`config.mk`:
```
export PLATFORM = sky130hd
export DESIGN_NAME = btpl_walker
export DESIGN_NICKNAME = d
export VERILOG_FILES = /design/src/rtl/core/btpl_pkg.sv /design/src/rtl/core/btpl_walker.sv
export SDC_FILE = /design/constraint.sdc
export NUM_CORES = 1
export LEC_CHECK = 0
export BUFFER_PORTS_ARGS = -buffer_cell sky130_fd_sc_hd__buf_2
export CAP_MARGIN = 20
export CORE_AREA = 8 8 176 178
export CTS_BUF_LIST = sky130_fd_sc_hd__clkbuf_8
export CTS_CLUSTER_DIAMETER = 150
export DETAILED_ROUTE_END_ITERATION = 16
export DIE_AREA = 0 0 184 186
export PLACE_DENSITY = 0.67
export SYNTH_ARGS = -nofsm -noshare
export SYNTH_HDL_FRONTEND = slang
export SYNTH_SLANG_ARGS = --single-unit
```
`constraint.sdc`:
```
create_clock -name i_clk -period 33.2 [get_ports i_clk]
set_input_delay 9.96 -clock i_clk [delete_from_list [all_inputs] [get_ports i_clk]]
set_output_delay 9.96 -clock i_clk [all_outputs]
set_load 0.02 [all_outputs]
```
`src/rtl/core/btpl_pkg.sv`:
```
// shared types, codes and constants of the binary trie prefix lookup block
package btpl_pkg;

    localparam int IDX_W       = 18;
    localparam int COUNT_W     = 19;
    localparam int NET_W       = 32;
    localparam int NET_IDX_W   = 31;
    localparam int ADDR_W      = 128;
    localparam int V4_W        = 32;
    localparam int POS_W       = 8;
    localparam int IDX_EXT_W   = 25;
    localparam int CFG_DATA_W  = 19;
    localparam int CFG_IDX_W   = 1;
    localparam int NODE_ENTRIES_DEF = 262144;

    localparam logic [POS_W-1:0] V6_BITS = POS_W'(ADDR_W);
    localparam logic [POS_W-1:0] V4_BITS = POS_W'(V4_W);

    localparam logic [NET_W-1:0] NO_NET  = 32'hFFFF_FFFF;

    localparam logic [1:0] CMD_WRITE = 2'd0;
    localparam logic [1:0] CMD_V4    = 2'd1;
    localparam logic [1:0] CMD_V6    = 2'd2;

    localparam logic [CFG_IDX_W-1:0] CFG_NODE_COUNT = 1'b0;
    localparam logic [CFG_IDX_W-1:0] CFG_IPV4_ROOT  = 1'b1;

    typedef enum logic [1:0] {
        ST_IDLE,
        ST_START,
        ST_WALK,
        ST_DONE
    } t_state;

    typedef struct packed {
        logic [1:0]        command;
        logic [IDX_W-1:0]  node_index;
        logic [IDX_W-1:0]  child_zero;
        logic [IDX_W-1:0]  child_one;
        logic [NET_W-1:0]  network_word;
        logic [63:0]       address_high;
        logic [63:0]       address_low;
    } t_in_word;

    typedef struct packed {
        logic                 found;
        logic [NET_IDX_W-1:0] network_index;
        logic                 range_fault;
    } t_out_word;

    typedef struct packed {
        logic [IDX_W-1:0] child_one;
        logic [IDX_W-1:0] child_zero;
        logic [NET_W-1:0] network;
    } t_node;

    typedef struct packed {
        logic      valid;
        t_out_word word;
    } t_done;

endpackage

```
`src/rtl/core/btpl_walker.sv`:
```
// command decode and trie walk sequencer over the node memory
module btpl_walker #(
    parameter int NODE_ENTRIES = btpl_pkg::NODE_ENTRIES_DEF,
    parameter int AW           = $clog2(NODE_ENTRIES)
) (
    input  logic                            i_clk,
    input  logic                            i_rst_n,
    input  logic                            i_in_valid,
    output logic                            o_in_stall,
    input  btpl_pkg::t_in_word              i_in_word,
    input  logic [btpl_pkg::COUNT_W-1:0]    i_node_count,
    input  logic [btpl_pkg::IDX_W-1:0]      i_ipv4_root,
    output logic                            o_mem_we,
    output logic [AW-1:0]                   o_mem_waddr,
    output btpl_pkg::t_node                 o_mem_wdata,
    output logic                            o_mem_re,
    output logic [AW-1:0]                   o_mem_raddr,
    input  btpl_pkg::t_node                 i_mem_rdata,
    output btpl_pkg::t_done                 o_done,
    input  logic                            i_taken
);

    localparam logic [btpl_pkg::IDX_EXT_W-1:0] ENTRIES_EXT =
        btpl_pkg::IDX_EXT_W'(NODE_ENTRIES);

    btpl_pkg::t_state               r_state, n_state;
    logic [btpl_pkg::IDX_W-1:0]     r_node;
    logic [btpl_pkg::POS_W-1:0]     r_pos;
    logic [btpl_pkg::NET_W-1:0]     r_best;
    logic [btpl_pkg::ADDR_W-1:0]    r_addr;
    logic                           r_v6;
    logic                           r_fault;

    logic                           accept;
    logic                           is_lookup;
    logic                           node_fault;
    logic                           last_bit;
    logic [btpl_pkg::NET_W-1:0]     best_now;
    logic [btpl_pkg::IDX_W-1:0]     child;
    logic                           child_zero_end;
    logic                           child_fault;
    logic                           go_on;

    function automatic logic out_of_range(
        input logic [btpl_pkg::IDX_W-1:0]   idx,
        input logic [btpl_pkg::COUNT_W-1:0] count
    );
        return (btpl_pkg::COUNT_W'(idx) >= count) ||
               (btpl_pkg::IDX_EXT_W'(idx) >= ENTRIES_EXT);
    endfunction

    function automatic logic [AW-1:0] to_addr(input logic [btpl_pkg::IDX_W-1:0] idx);
        logic [btpl_pkg::IDX_EXT_W-1:0] ext;
        ext = btpl_pkg::IDX_EXT_W'(idx);
        return ext[AW-1:0];
    endfunction

    assign accept    = i_in_valid && (r_state == btpl_pkg::ST_IDLE);
    assign is_lookup = (i_in_word.command == btpl_pkg::CMD_V4) ||
                       (i_in_word.command == btpl_pkg::CMD_V6);

    assign node_fault = out_of_range(r_node, i_node_count);

    // walk step on the node word that just came out of memory
    assign best_now       = i_mem_rdata.network[btpl_pkg::NET_W-1] ? r_best
                                                                   : i_mem_rdata.network;
    assign last_bit       = r_v6 ? (r_pos == btpl_pkg::V6_BITS)
                                 : (r_pos == btpl_pkg::V4_BITS);
    assign child          = r_addr[btpl_pkg::ADDR_W-1] ? i_mem_rdata.child_one
                                                       : i_mem_rdata.child_zero;
    assign child_zero_end = (child == '0);
    assign child_fault    = out_of_range(child, i_node_count);
    assign go_on          = !last_bit && !child_zero_end;

    // next state
    always_comb begin
        n_state = r_state;
        unique case (r_state)
            btpl_pkg::ST_IDLE: begin
                if (accept && is_lookup) begin
                    n_state = btpl_pkg::ST_START;
                end
            end
            btpl_pkg::ST_START: begin
                n_state = node_fault ? btpl_pkg::ST_DONE : btpl_pkg::ST_WALK;
            end
            btpl_pkg::ST_WALK: begin
                if (!go_on || child_fault) begin
                    n_state = btpl_pkg::ST_DONE;
                end
            end
            btpl_pkg::ST_DONE: begin
                if (i_taken) begin
                    n_state = btpl_pkg::ST_IDLE;
                end
            end
            default: n_state = btpl_pkg::ST_IDLE;
        endcase
    end

    // outputs
    always_comb begin
        o_in_stall  = (r_state != btpl_pkg::ST_IDLE);
        o_mem_we    = accept && (i_in_word.command == btpl_pkg::CMD_WRITE) &&
                      (btpl_pkg::IDX_EXT_W'(i_in_word.node_index) < ENTRIES_EXT);
        o_mem_waddr = to_addr(i_in_word.node_index);
        o_mem_wdata = '{child_one:  i_in_word.child_one,
                        child_zero: i_in_word.child_zero,
                        network:    i_in_word.network_word};
        o_mem_re    = 1'b0;
        o_mem_raddr = to_addr(r_node);
        unique case (r_state)
            btpl_pkg::ST_START: begin
                o_mem_re = !node_fault;
            end
            btpl_pkg::ST_WALK: begin
                o_mem_re    = go_on && !child_fault;
                o_mem_raddr = to_addr(child);
            end
            default: o_mem_re = 1'b0;
        endcase
        o_done.valid              = (r_state == btpl_pkg::ST_DONE);
        o_done.word.range_fault   = r_fault;
        o_done.word.found         = !r_fault && !r_best[btpl_pkg::NET_W-1];
        o_done.word.network_index = o_done.word.found ?
                                    r_best[btpl_pkg::NET_IDX_W-1:0] : '0;
    end

    always_ff @(posedge i_clk) begin
        if (!i_rst_n) begin
            r_state <= btpl_pkg::ST_IDLE;
        end else begin
            r_state <= n_state;
        end
    end

    always_ff @(posedge i_clk) begin
        unique case (r_state)
            btpl_pkg::ST_IDLE: begin
                if (accept && is_lookup) begin
                    r_v6    <= (i_in_word.command == btpl_pkg::CMD_V6);
                    r_node  <= (i_in_word.command == btpl_pkg::CMD_V6) ? '0 : i_ipv4_root;
                    r_pos   <= '0;
                    r_best  <= btpl_pkg::NO_NET;
                    r_fault <= 1'b0;
                    r_addr  <= (i_in_word.command == btpl_pkg::CMD_V6) ?
                               {i_in_word.address_high, i_in_word.address_low} :
                               {i_in_word.address_low[btpl_pkg::V4_W-1:0],
                                {(btpl_pkg::ADDR_W-btpl_pkg::V4_W){1'b0}}};
                end
            end
            btpl_pkg::ST_START: begin
                if (node_fault) begin
                    r_fault <= 1'b1;
                end
            end
            btpl_pkg::ST_WALK: begin
                r_best <= best_now;
                if (go_on) begin
                    if (child_fault) begin
                        r_fault <= 1'b1;
                    end else begin
                        r_node <= child;
                        r_pos  <= r_pos + 1'b1;
                        r_addr <= {r_addr[btpl_pkg::ADDR_W-2:0], 1'b0};
                    end
                end
            end
            default: begin
            end
        endcase
    end

`ifndef SYNTH
    a_fault_no_match: assert property (@(posedge i_clk) disable iff (!i_rst_n)
        o_done.valid && o_done.word.range_fault |-> !o_done.word.found)
        else $error("fault result reports a match");

    a_pos_bound: assert property (@(posedge i_clk) disable iff (!i_rst_n)
        (r_state == btpl_pkg::ST_WALK) |->
            (r_v6 ? (r_pos <= btpl_pkg::V6_BITS) : (r_pos <= btpl_pkg::V4_BITS)))
        else $error("walk ran past the last address bit");

    a_lookup_starts: assert property (@(posedge i_clk) disable iff (!i_rst_n)
        accept && is_lookup |=> (r_state == btpl_pkg::ST_START))
        else $error("accepted lookup did not start a walk");

    a_read_in_walk: assert property (@(posedge i_clk) disable iff (!i_rst_n)
        o_mem_re |=> (r_state == btpl_pkg::ST_WALK))
        else $error("node read issued with no walk step to consume it");

    a_no_write_busy: assert property (@(posedge i_clk) disable iff (!i_rst_n)
        o_mem_we |-> (r_state == btpl_pkg::ST_IDLE))
        else $error("node write while a lookup is in flight");
`endif

endmodule

```
==> impl_results.rst, run 1 <==
.. list-table::
   :header-rows: 1

   * - Metric
     - Value
   * - CTS sink cnt
     - 190
   * - Fraction of the mapped netlist area in simple logic gates
     - around a tenth
   * - Register area
     - about 5700 um^2
   * - Die width
     - roughly 180 um
   * - Number of flops mapped to enable cells by yosys
     - 188
   * - Slowest stage cell, crit path
     - a31oi_1
   * - RSZ-0062 raised after global routing
     - false
   * - Per-cell via count in the routed design
     - roughly 5.1
   * - Number of instances resized during post-cts repair
     - 0
   * - Cell type with the largest total area after synthesis
     - edfxtp_1
   * - Global routing usage summed across all routing layers
     - 15.88%
   * - Post-Layout Cell Count
     - 1,447
   * - Die area
     - approximately 34,000 um^2
   * - Total wire length
     - between 20 and 30 mm
   * - Weighted congestion at the end of routability-driven global placement
     - about 0.87
   * - H-tree level count
     - 4
   * - Tcrit/Tclk final
     - 67.04%
   * - Portion of synthesized cell area occupied by the leading cell type
     - between 50% and 60%
   * - Fillcell total
     - ~2,700
   * - Count of hold buffers inserted by post-cts repair
     - 0
   * - Post-Synthesis Cell Area
     - ~10,000 um^2
   * - Top_reg_cell synth
     - edfxtp_1
   * - Count of buffers from port buffering
     - around 290
   * - Status
     - completed
   * - Number of setup violations in the final report
     - 0
   * - Rows
     - 62
   * - Share of synthesized cell area in full adder, half adder and majority cells
     - approximately 5.3%
   * - Die Ht
     - between 150 and 200 um
   * - Class of the most critical hold timing path
     - flop to flop
   * - Pin slew with the least headroom to its limit
     - 1.062 ns
   * - Via count
     - 7,368
   * - Core area
     - ~28,000 um^2
   * - Crit-path cells
     - buf_2 > mux2_2 > ha_1 > a21oi_1 > o21ai_0 > a211o_1 > a31oi_1 > nand2_1 > a21boi_0 > buf_2
   * - Worst-case vdd ir drop
     - 0.00003419 V
   * - Root buf cell
     - clkbuf_8
   * - Type of element launching the critical path
     - input port
   * - Cell leakage power
     - a little under 5 nW
   * - P per Cell Area
     - about 64 nW/um^2
   * - Post-route core utilization
     - between 40% and 50%
   * - TritonCTS clock tree
     - done
   * - Final number of max-transition violations
     - 0
   * - Number of distinct library cells after synthesis
     - 49
   * - Final instance area
     - around 12,000 um^2
   * - Number of buffers created by CTS
     - 17
   * - Multiplexer share of the synthesized area
     - between 5 and 6%
   * - Synth warnings
     - 0
   * - Post-CTS setup-driven buffer insertion count
     - 0
   * - Worst Setup Path Type
     - input port to output pin
   * - Final total negative setup slack
     - 0 ns
   * - Compound-Gate Fraction of Synth Area
     - between 10% and 20%
   * - Number of antenna violations at the first check in global routing
     - 5
   * - CP dominant cell by count
     - buf_2
   * - Global routing usage on met1
     - 19.87%
   * - Gr ovfl total
     - 0
   * - Data arrival, critical path
     - ~12 ns
   * - Multi-input gate area in the final layout
     - 3736 um^2
   * - Placed Instances
     - 1,412
   * - Most Used Layer, Global Route
     - met2
   * - Fraction of layout instances using a drive strength above 1
     - 34.21%
   * - Crit path largest cell delay
     - between 0.3 and 0.4 ns
   * - Required time of the critical path
     - ~23 ns
   * - Worst slew margin relative to its limit
     - 29.18%
   * - Starting Density
     - between 30% and 40%
   * - Maximum net fanout on the critical path
     - 5
   * - Post-route minimum period
     - 22.26 ns
   * - Clock-pin slew reported for the worst setup and hold paths after clock tree synthesis
     - approximately 0.13 ns
   * - Max clock buf depth
     - 2
   * - Placed inst area
     - 11,540 um^2
   * - Total buffers and inverters traversed by the critical path
     - 2
   * - Global-route wire length before repair
     - 42.19 mm
   * - Maximum number of pins on one net before global-route repair
     - 116
   * - Share of synthesized area occupied by flip-flops and latches
     - 55.02%
   * - Area growth from synthesis to final layout
     - 16.08%
   * - Ranking of synthesized cells by instance count
     - 188 x edfxtp_1, 111 x a22o_1, 87 x buf_4
   * - Fin nets
     - 1,417
   * - Worst skew pair latency
     - between 0.4 and 0.5 ns
   * - Cell family contributing the most delay on the critical path
     - compound AO/OA/AOI/OAI gates
   * - Number of design-rule violations left by the first detailed-router iteration
     - approximately 550
   * - Detail Route Antenna Nets
     - 0
   * - Combinational family with the most area after synthesis
     - compound AO/OA/AOI/OAI gates
   * - Final hold vios
     - 0
   * - Cells taking the most area after synthesis
     - edfxtp_1 55%, a22o_1 9.4%, buf_4 6.3%, ha_1 5.3%, mux2i_1 3.3%
   * - Register bit total from synthesis
     - 190
   * - Type of destination of the critical path
     - output pin
   * - Vias in the first global route
     - between 7,000 and 8,000
   * - Setup slack after placement
     - 10.93 ns
   * - Worst Setup Slack, final
     - between 10 and 15 ns
   * - Detailed-route DRC error count
     - 0
   * - Most frequent cell after synthesis
     - edfxtp_1
   * - Xor and xnor fraction of the mapped netlist area
     - less than 1%
   * - Fmax achieved
     - roughly 45 MHz
   * - Met2 usage in global routing
     - between 20% and 30%
   * - Net count of the mapped netlist
     - around 1,200
   * - Grt met3 use
     - between 5 and 6%
   * - Total I/O pin count
     - 466
   * - Proportion of register bits with asynchronous set or reset after synthesis
     - 0%
   * - Maxcap violations
     - 0
   * - Gate count of the mapped netlist
     - around 860
   * - Syn Area/Cell
     - approximately 12 um^2
   * - TritonRoute pass-1 iters
     - 5
   * - Post-detail-place hpwl
     - approximately 21 mm
   * - Wire length per cell
     - around 19 um
   * - Clock Skew
     - approximately 0.023 ns
## state kept, by name (all words and copies together) (netlist names)
register and flops:
r_addr 128, r_best 32, r_fault 1, r_node 18, r_pos 8, r_state 2
r_v6 1
## per-stage QoR
| step | hold slack (ns) | power (mW) |
|---|---|---|
| 2_1_floorplan | 0.4709 | 0.5532 |
| 3_3_place_gp | 0.5126 | 0.6093 |
| 3_5_place_dp | 0.5123 | 0.6145 |
| 4_1_cts | 0.5312 | 0.7774 |
| 5_1_grt | 0.5649 | 0.8147 |
| 6_report | 0.5272 | 0.7682 |
## kinds of logic after synthesis
logic type / after synthesis
simple gates: 219
flops: 190
compound gates: 188
buf+inv: 165
mux: 51
fa+ha+maj: 44
xor+xnor: 6
## worst reg2reg max path, stage by stage, from the launching register on
cell and delay, ns:
edfxtp_1 0.74, buf_16 0.23, mux2_2 0.38, ha_1 0.31, a21oi_1 0.18, o21ai_0 0.17, a211o_1 0.32, a31oi_1 0.39
a21oi_1 0.21, nor2_4 0.68, buf_4 0.93, buf_4 0.68
## final timing paths
| check | start | to | slack [ns] | cells after the start |
|---|---|---|---|---|
| min | r_addr[116]$_DFFE_PP_ | r_addr[117]$_DFFE_PP_ | 0.53 | 2 |
| min reg2reg | r_addr[116]$_DFFE_PP_ | r_addr[117]$_DFFE_PP_ | 0.53 | 2 |
| max reg2reg | r_addr[127]$_DFFE_PP_ | r_addr[5]$_DFFE_PP_ | 27.60 | 11 |
| max | i_mem_rdata[60] | o_mem_re | 10.94 | 10 |
## placed cells by master (no fill, tap or decap), types with 3 or more instances in the layout
| cell type | Yosys | layout |
|---|---|---|
| a211o_1 | 3 | 3 |
| a211oi_1 | 4 | 4 |
| a21oi_1 | 15 | 14 |
| a22o_1 | 111 | 111 |
| and2_1 | 33 | 33 |
| and3_1 | 6 | 6 |
| buf_2 | 0 | 293 |
| buf_4 | 87 | 8 |
| clkbuf_8 | 0 | 17 |
| clkinv_4 | 0 | 3 |
| clkinv_8 | 0 | 6 |
| edfxtp_1 | 188 | 188 |
| ha_1 | 44 | 42 |
| inv_1 | 28 | 28 |
| mux2_2 | 17 | 17 |
| mux2i_1 | 34 | 34 |
| nand2_1 | 46 | 46 |
| nand2b_1 | 33 | 33 |
| nand3_1 | 5 | 5 |
| nand4_1 | 5 | 5 |
| nor2_1 | 73 | 72 |
| nor3_1 | 3 | 3 |
| nor4_1 | 4 | 4 |
| o21ai_0 | 36 | 36 |
| xor2_1 | 4 | 4 |
## per-layer routing
metal	up-vias	part of all wire [%]	routed length [um]
li1	3473	-	-
met1	3478	42	11790
met2	342	46	12900
met3	71	8.9	2516
met4	4	3.5	978
met5	-	0.092	26
## power by group
| group | leakage [nW] | switching [mW] | internal [mW] |
|---|---|---|---|
| Clock | 0.201 | 0.102 | 0.0585 |
| Sequential | 1.71 | 0.0201 | 0.343 |
| Combinational | 2.92 | 0.155 | 0.0894 |
## layout make-up
| type | instances | area share, % |
|---|---|---|
| Timing Repair Buffer | 302 | 12.95 |
| Inverter | 29 | 0.9075 |
| Antenna cell | 2 | 0.04172 |
| Clock buffer | 17 | 1.951 |
| Multi-Input combinational cell | 508 | 31.15 |
| Tap cell | 384 | 4.005 |
| Clock inverter | 15 | 1.596 |
| Sequential cell | 190 | 47.40 |
Power figures use the tool's default switching activity.
==> run 2: changes to the inputs <==
--- a/config.mk
+++ b/config.mk
@@ -7,12 +7,12 @@
 export LEC_CHECK = 0
 export BUFFER_PORTS_ARGS = -buffer_cell sky130_fd_sc_hd__buf_2
 export CAP_MARGIN = 20
-export CORE_AREA = 8 8 176 178
+export CORE_AREA = 8 8 173 175
 export CTS_BUF_LIST = sky130_fd_sc_hd__clkbuf_8
 export CTS_CLUSTER_DIAMETER = 150
 export DETAILED_ROUTE_END_ITERATION = 16
-export DIE_AREA = 0 0 184 186
-export PLACE_DENSITY = 0.67
+export DIE_AREA = 0 0 181 183
+export PLACE_DENSITY = 0.69
 export SYNTH_ARGS = -nofsm -noshare
 export SYNTH_HDL_FRONTEND = slang
 export SYNTH_SLANG_ARGS = --single-unit
==> constraint.sdc (replaced) <==
create_clock -name i_clk -period 20.9 [get_ports i_clk]
set_input_delay 6.27 -clock i_clk [delete_from_list [all_inputs] [get_ports i_clk]]
set_output_delay 6.27 -clock i_clk [all_outputs]
set_load 0.02 [all_outputs]
==> impl_results.rst, run 2 (synthesis results as in run 1) <==
.. list-table::
   :header-rows: 1

   * - Metric
     - Value
   * - Top flop regs
     - r_addr x128, r_best x32, r_node x18
   * - Core area
     - 27,320 um^2 (-3.2%)
   * - Status
     - completed
   * - Global-route wire length before repair
     - 41.86 mm (-0.78%)
   * - Final hold vios
     - 0 (unchanged)
   * - Cell depth of the worst hold path
     - 2 (unchanged)
   * - Fmax achieved
     - ~68 MHz
   * - Count of hold buffers inserted by post-cts repair
     - 0 (unchanged)
   * - Required time of the critical path
     - 14.63 ns (-8.61 ns)
   * - Post-detail-place hpwl
     - 20.07 mm (-2.7%)
   * - Vias in the first global route
     - 7,699 (+0.55%)
   * - Combinational group share of total power
     - 31.6% (-0.2 points)
   * - Leading cell types in the layout, fill and taps excluded
     - 293 x buf_2, 188 x edfxtp_1, 111 x a22o_1, 71 x nor2_1, 46 x nand2_1
   * - P per Cell Area
     - 103.4 nW/um^2 (+61%)
   * - Net switching fraction of the power
     - 35.84% (-0.30 points)
   * - Worst reg-to-reg setup slack
     - 16.09 ns (-11.51 ns)
   * - Clock-pin slew reported for the worst setup and hold paths after clock tree synthesis
     - 0.11 ns (-0.02 ns)
   * - Max clock buf depth
     - 2 (unchanged)
   * - Class of the most critical hold timing path
     - flop to flop
   * - Number of buffers created by CTS
     - 17 (unchanged)
   * - Die Ht
     - 183 um (-1.6%)
   * - Per-cell via count in the routed design
     - 5.238 (+2.9%)
   * - Die area
     - 33,120 um^2 (-3.2%)
   * - Worst slew margin relative to its limit
     - 31.10% (+1.9 points)
   * - Rows
     - 61 (-1.6%)
   * - Detailed-route DRC error count
     - 0 (unchanged)
   * - Length of routed wiring on met1
     - 11.78 mm (-0.11%)
   * - Hold Path End
     - r_addr[127]$_DFFE_PP_
   * - Maximum number of pins on one net before global-route repair
     - 113 (-2.6%)
   * - Root buf cell
     - clkbuf_8
   * - TritonRoute pass-1 iters
     - 6 (+1)
   * - Count of buffers from port buffering
     - 293 (unchanged)
   * - Setup slack after placement
     - 6.089 ns (-4.844 ns)
   * - Area growth from synthesis to final layout
     - 16.16% (about the same)
   * - CTS sink cnt
     - 190 (unchanged)
   * - Die width
     - 181 um (-1.6%)
   * - FF-to-FF Start
     - r_addr[127]$_DFFE_PP_
   * - Number of antenna violations at the first check in global routing
     - 3 (-2)
   * - Total I/O pin count
     - 466 (unchanged)
   * - Clock power share
     - 22.0% (+1.1 points)
   * - Global routing usage summed across all routing layers
     - 15.90% (+0.020 points)
   * - Highest metal used
     - met5
   * - Worst skew pair latency
     - 0.47 ns (about the same)
   * - Data arrival, critical path
     - 8.51 ns (-3.79 ns)
   * - Wire length on met2
     - 12.79 mm (-0.82%)
   * - Path depth of the worst reg2reg path
     - 12 (+1)
   * - Worst Setup Path Type
     - input port to output pin
   * - TritonCTS clock tree
     - done
   * - Cell internal pwr
     - 0.7960 mW (+62%)
   * - Wire length per cell
     - 19.67 um (+0.85%)
   * - Number of instances resized during post-cts repair
     - 0 (unchanged)
   * - Cell leakage power
     - 4.861 nW (+0.62%)
   * - Pin slew with the least headroom to its limit
     - 1.033 ns (-0.02879 ns)
   * - Maxcap violations
     - 0 (unchanged)
   * - Tcrit/Tclk final
     - between 70% and 80%
   * - Post-route minimum period
     - roughly 15 ns
   * - Number of design-rule violations left by the first detailed-router iteration
     - 492 (-11%)
   * - Detail Route Antenna Nets
     - 0 (unchanged)
   * - Gr ovfl total
     - 0 (unchanged)
   * - Worst Setup Slack, final
     - 6.118 ns (-4.823 ns)
   * - Power spent charging and discharging nets
     - 0.4447 mW (+60%)
   * - Post-CTS setup-driven buffer insertion count
     - 0 (unchanged)
   * - Fin nets
     - 1,417 (unchanged)
   * - RSZ-0062 raised after global routing
     - false
   * - Number of setup violations in the final report
     - 0 (unchanged)
   * - Final total negative setup slack
     - 0 ns (unchanged)
   * - Endpoint of the most critical register-to-register path
     - r_addr[40]$_DFFE_PP_
   * - Weighted congestion at the end of routability-driven global placement
     - 0.8815 (+1.9%)
   * - Type of destination of the critical path
     - output pin
   * - Clock Skew
     - 0.02552 ns (+0.002886 ns)
   * - Worst-case vdd ir drop
     - 0.00005639 V (+65%)
   * - Fraction of power consumed by sequential logic
     - 46.4% (-0.8 points)
   * - H-tree level count
     - 4 (unchanged)
   * - Total wire length
     - 27.71 mm (-1.8%)
   * - Final number of max-transition violations
     - 0 (unchanged)
   * - Critical path launch point
     - i_mem_rdata[66]
   * - Max FFs per register
     - 128 (unchanged)
   * - Type of element launching the critical path
     - input port
   * - Starting Density
     - 37.82% (+1.2 points)
   * - Start point of the worst min-delay path
     - r_addr[126]$_DFFE_PP_
   * - Routed length on met3
     - 2.467 mm (-1.9%)
   * - Fillcell total
     - 2,589 (-5.3%)
   * - Most common library cell in the layout ignoring fill and taps
     - buf_2
   * - Fraction of layout instances using a drive strength above 1
     - 34.31% (+0.094 points)
   * - Maximum net fanout on the critical path
     - 5 (unchanged)
   * - Biggest register
     - r_addr
   * - Via count
     - 7,381 (+0.18%)
==> run 2: changes by cell type in the layout (fill, tap and decap cells not counted), sizes merged <==
cell	previous run	this run
bufinv	0	1
inv	33	36
clkinv	9	7
clkinvlp	2	0
==> run 2: worst max-delay path by stage <==
| stage | to | slack, ns | depth (start not counted) |
|---|---|---|---|
| floorplan | r_addr[0]$_SDFFCE_PP0P_ | 6.05 | 8 |
| global placement | o_mem_re | 6.18 | 10 |
| detailed placement | o_mem_re | 6.09 | 10 |
| CTS | o_mem_re | 6.09 | 10 |
| global route | o_mem_re | 5.93 | 10 |
| finish | o_mem_re | 6.12 | 10 |
==> run 2: cell type report <==
cell class | count | area [um^2] | area share (%)
diodes | 2 | 5.005 | 0.04169
repair buffers | 302 | 1574 | 13.11
flip-flops and latches | 190 | 5685 | 47.36
inverters | 29 | 108.9 | 0.9068
clock inverters | 15 | 225.2 | 1.876
clock buffers | 17 | 234.0 | 1.949
well taps | 346 | 432.9 | 3.606
multi-input cells | 508 | 3739 | 31.14
==> run 2: power by group through the flow <==
stage               Sequential [mW]  Clock (mW)  Combinational [mW]
floorplan                     0.589           0               0.290
global placement              0.585           0               0.381
detailed placement            0.587           0               0.387
CTS                           0.580       0.282               0.388
global route                  0.583       0.295               0.432
finish                        0.576       0.273               0.392
==> run 2: critical path: stages <==
cell	delay (ns)
buf_2	0.10
mux2_2	0.32
ha_1	0.31
a211oi_1	0.24
o32ai_1	0.12
a211o_1	0.22
a31oi_1	0.40
nand2_1	0.12
a21boi_0	0.20
buf_2	0.20
==> run 2: routing by layer <==
layer  vias to the layer above  GRT usage (%)
li1                       3474              -
met1                      3502          19.39
met3                        68          6.569
met2                       333          25.39
met4                         4          4.887
met5                         -          1.036
==> run 2: per-stage QoR <==
stage | instance area (um^2) | hold WS [ns] | cells | power [mW] | util (%)
floorplan | 10330 | 0.4709 | 863 | 0.8787 | -
global placement | 11480 | 0.5073 | 1373 | 0.9664 | 42.03
detailed placement | 11480 | 0.5182 | 1373 | 0.9747 | 42.03
CTS | 11940 | 0.5412 | 1405 | 1.250 | 43.71
global route | 12000 | 0.5562 | 1409 | 1.311 | 43.93
finish | 12000 | 0.5419 | 1409 | 1.241 | 43.93
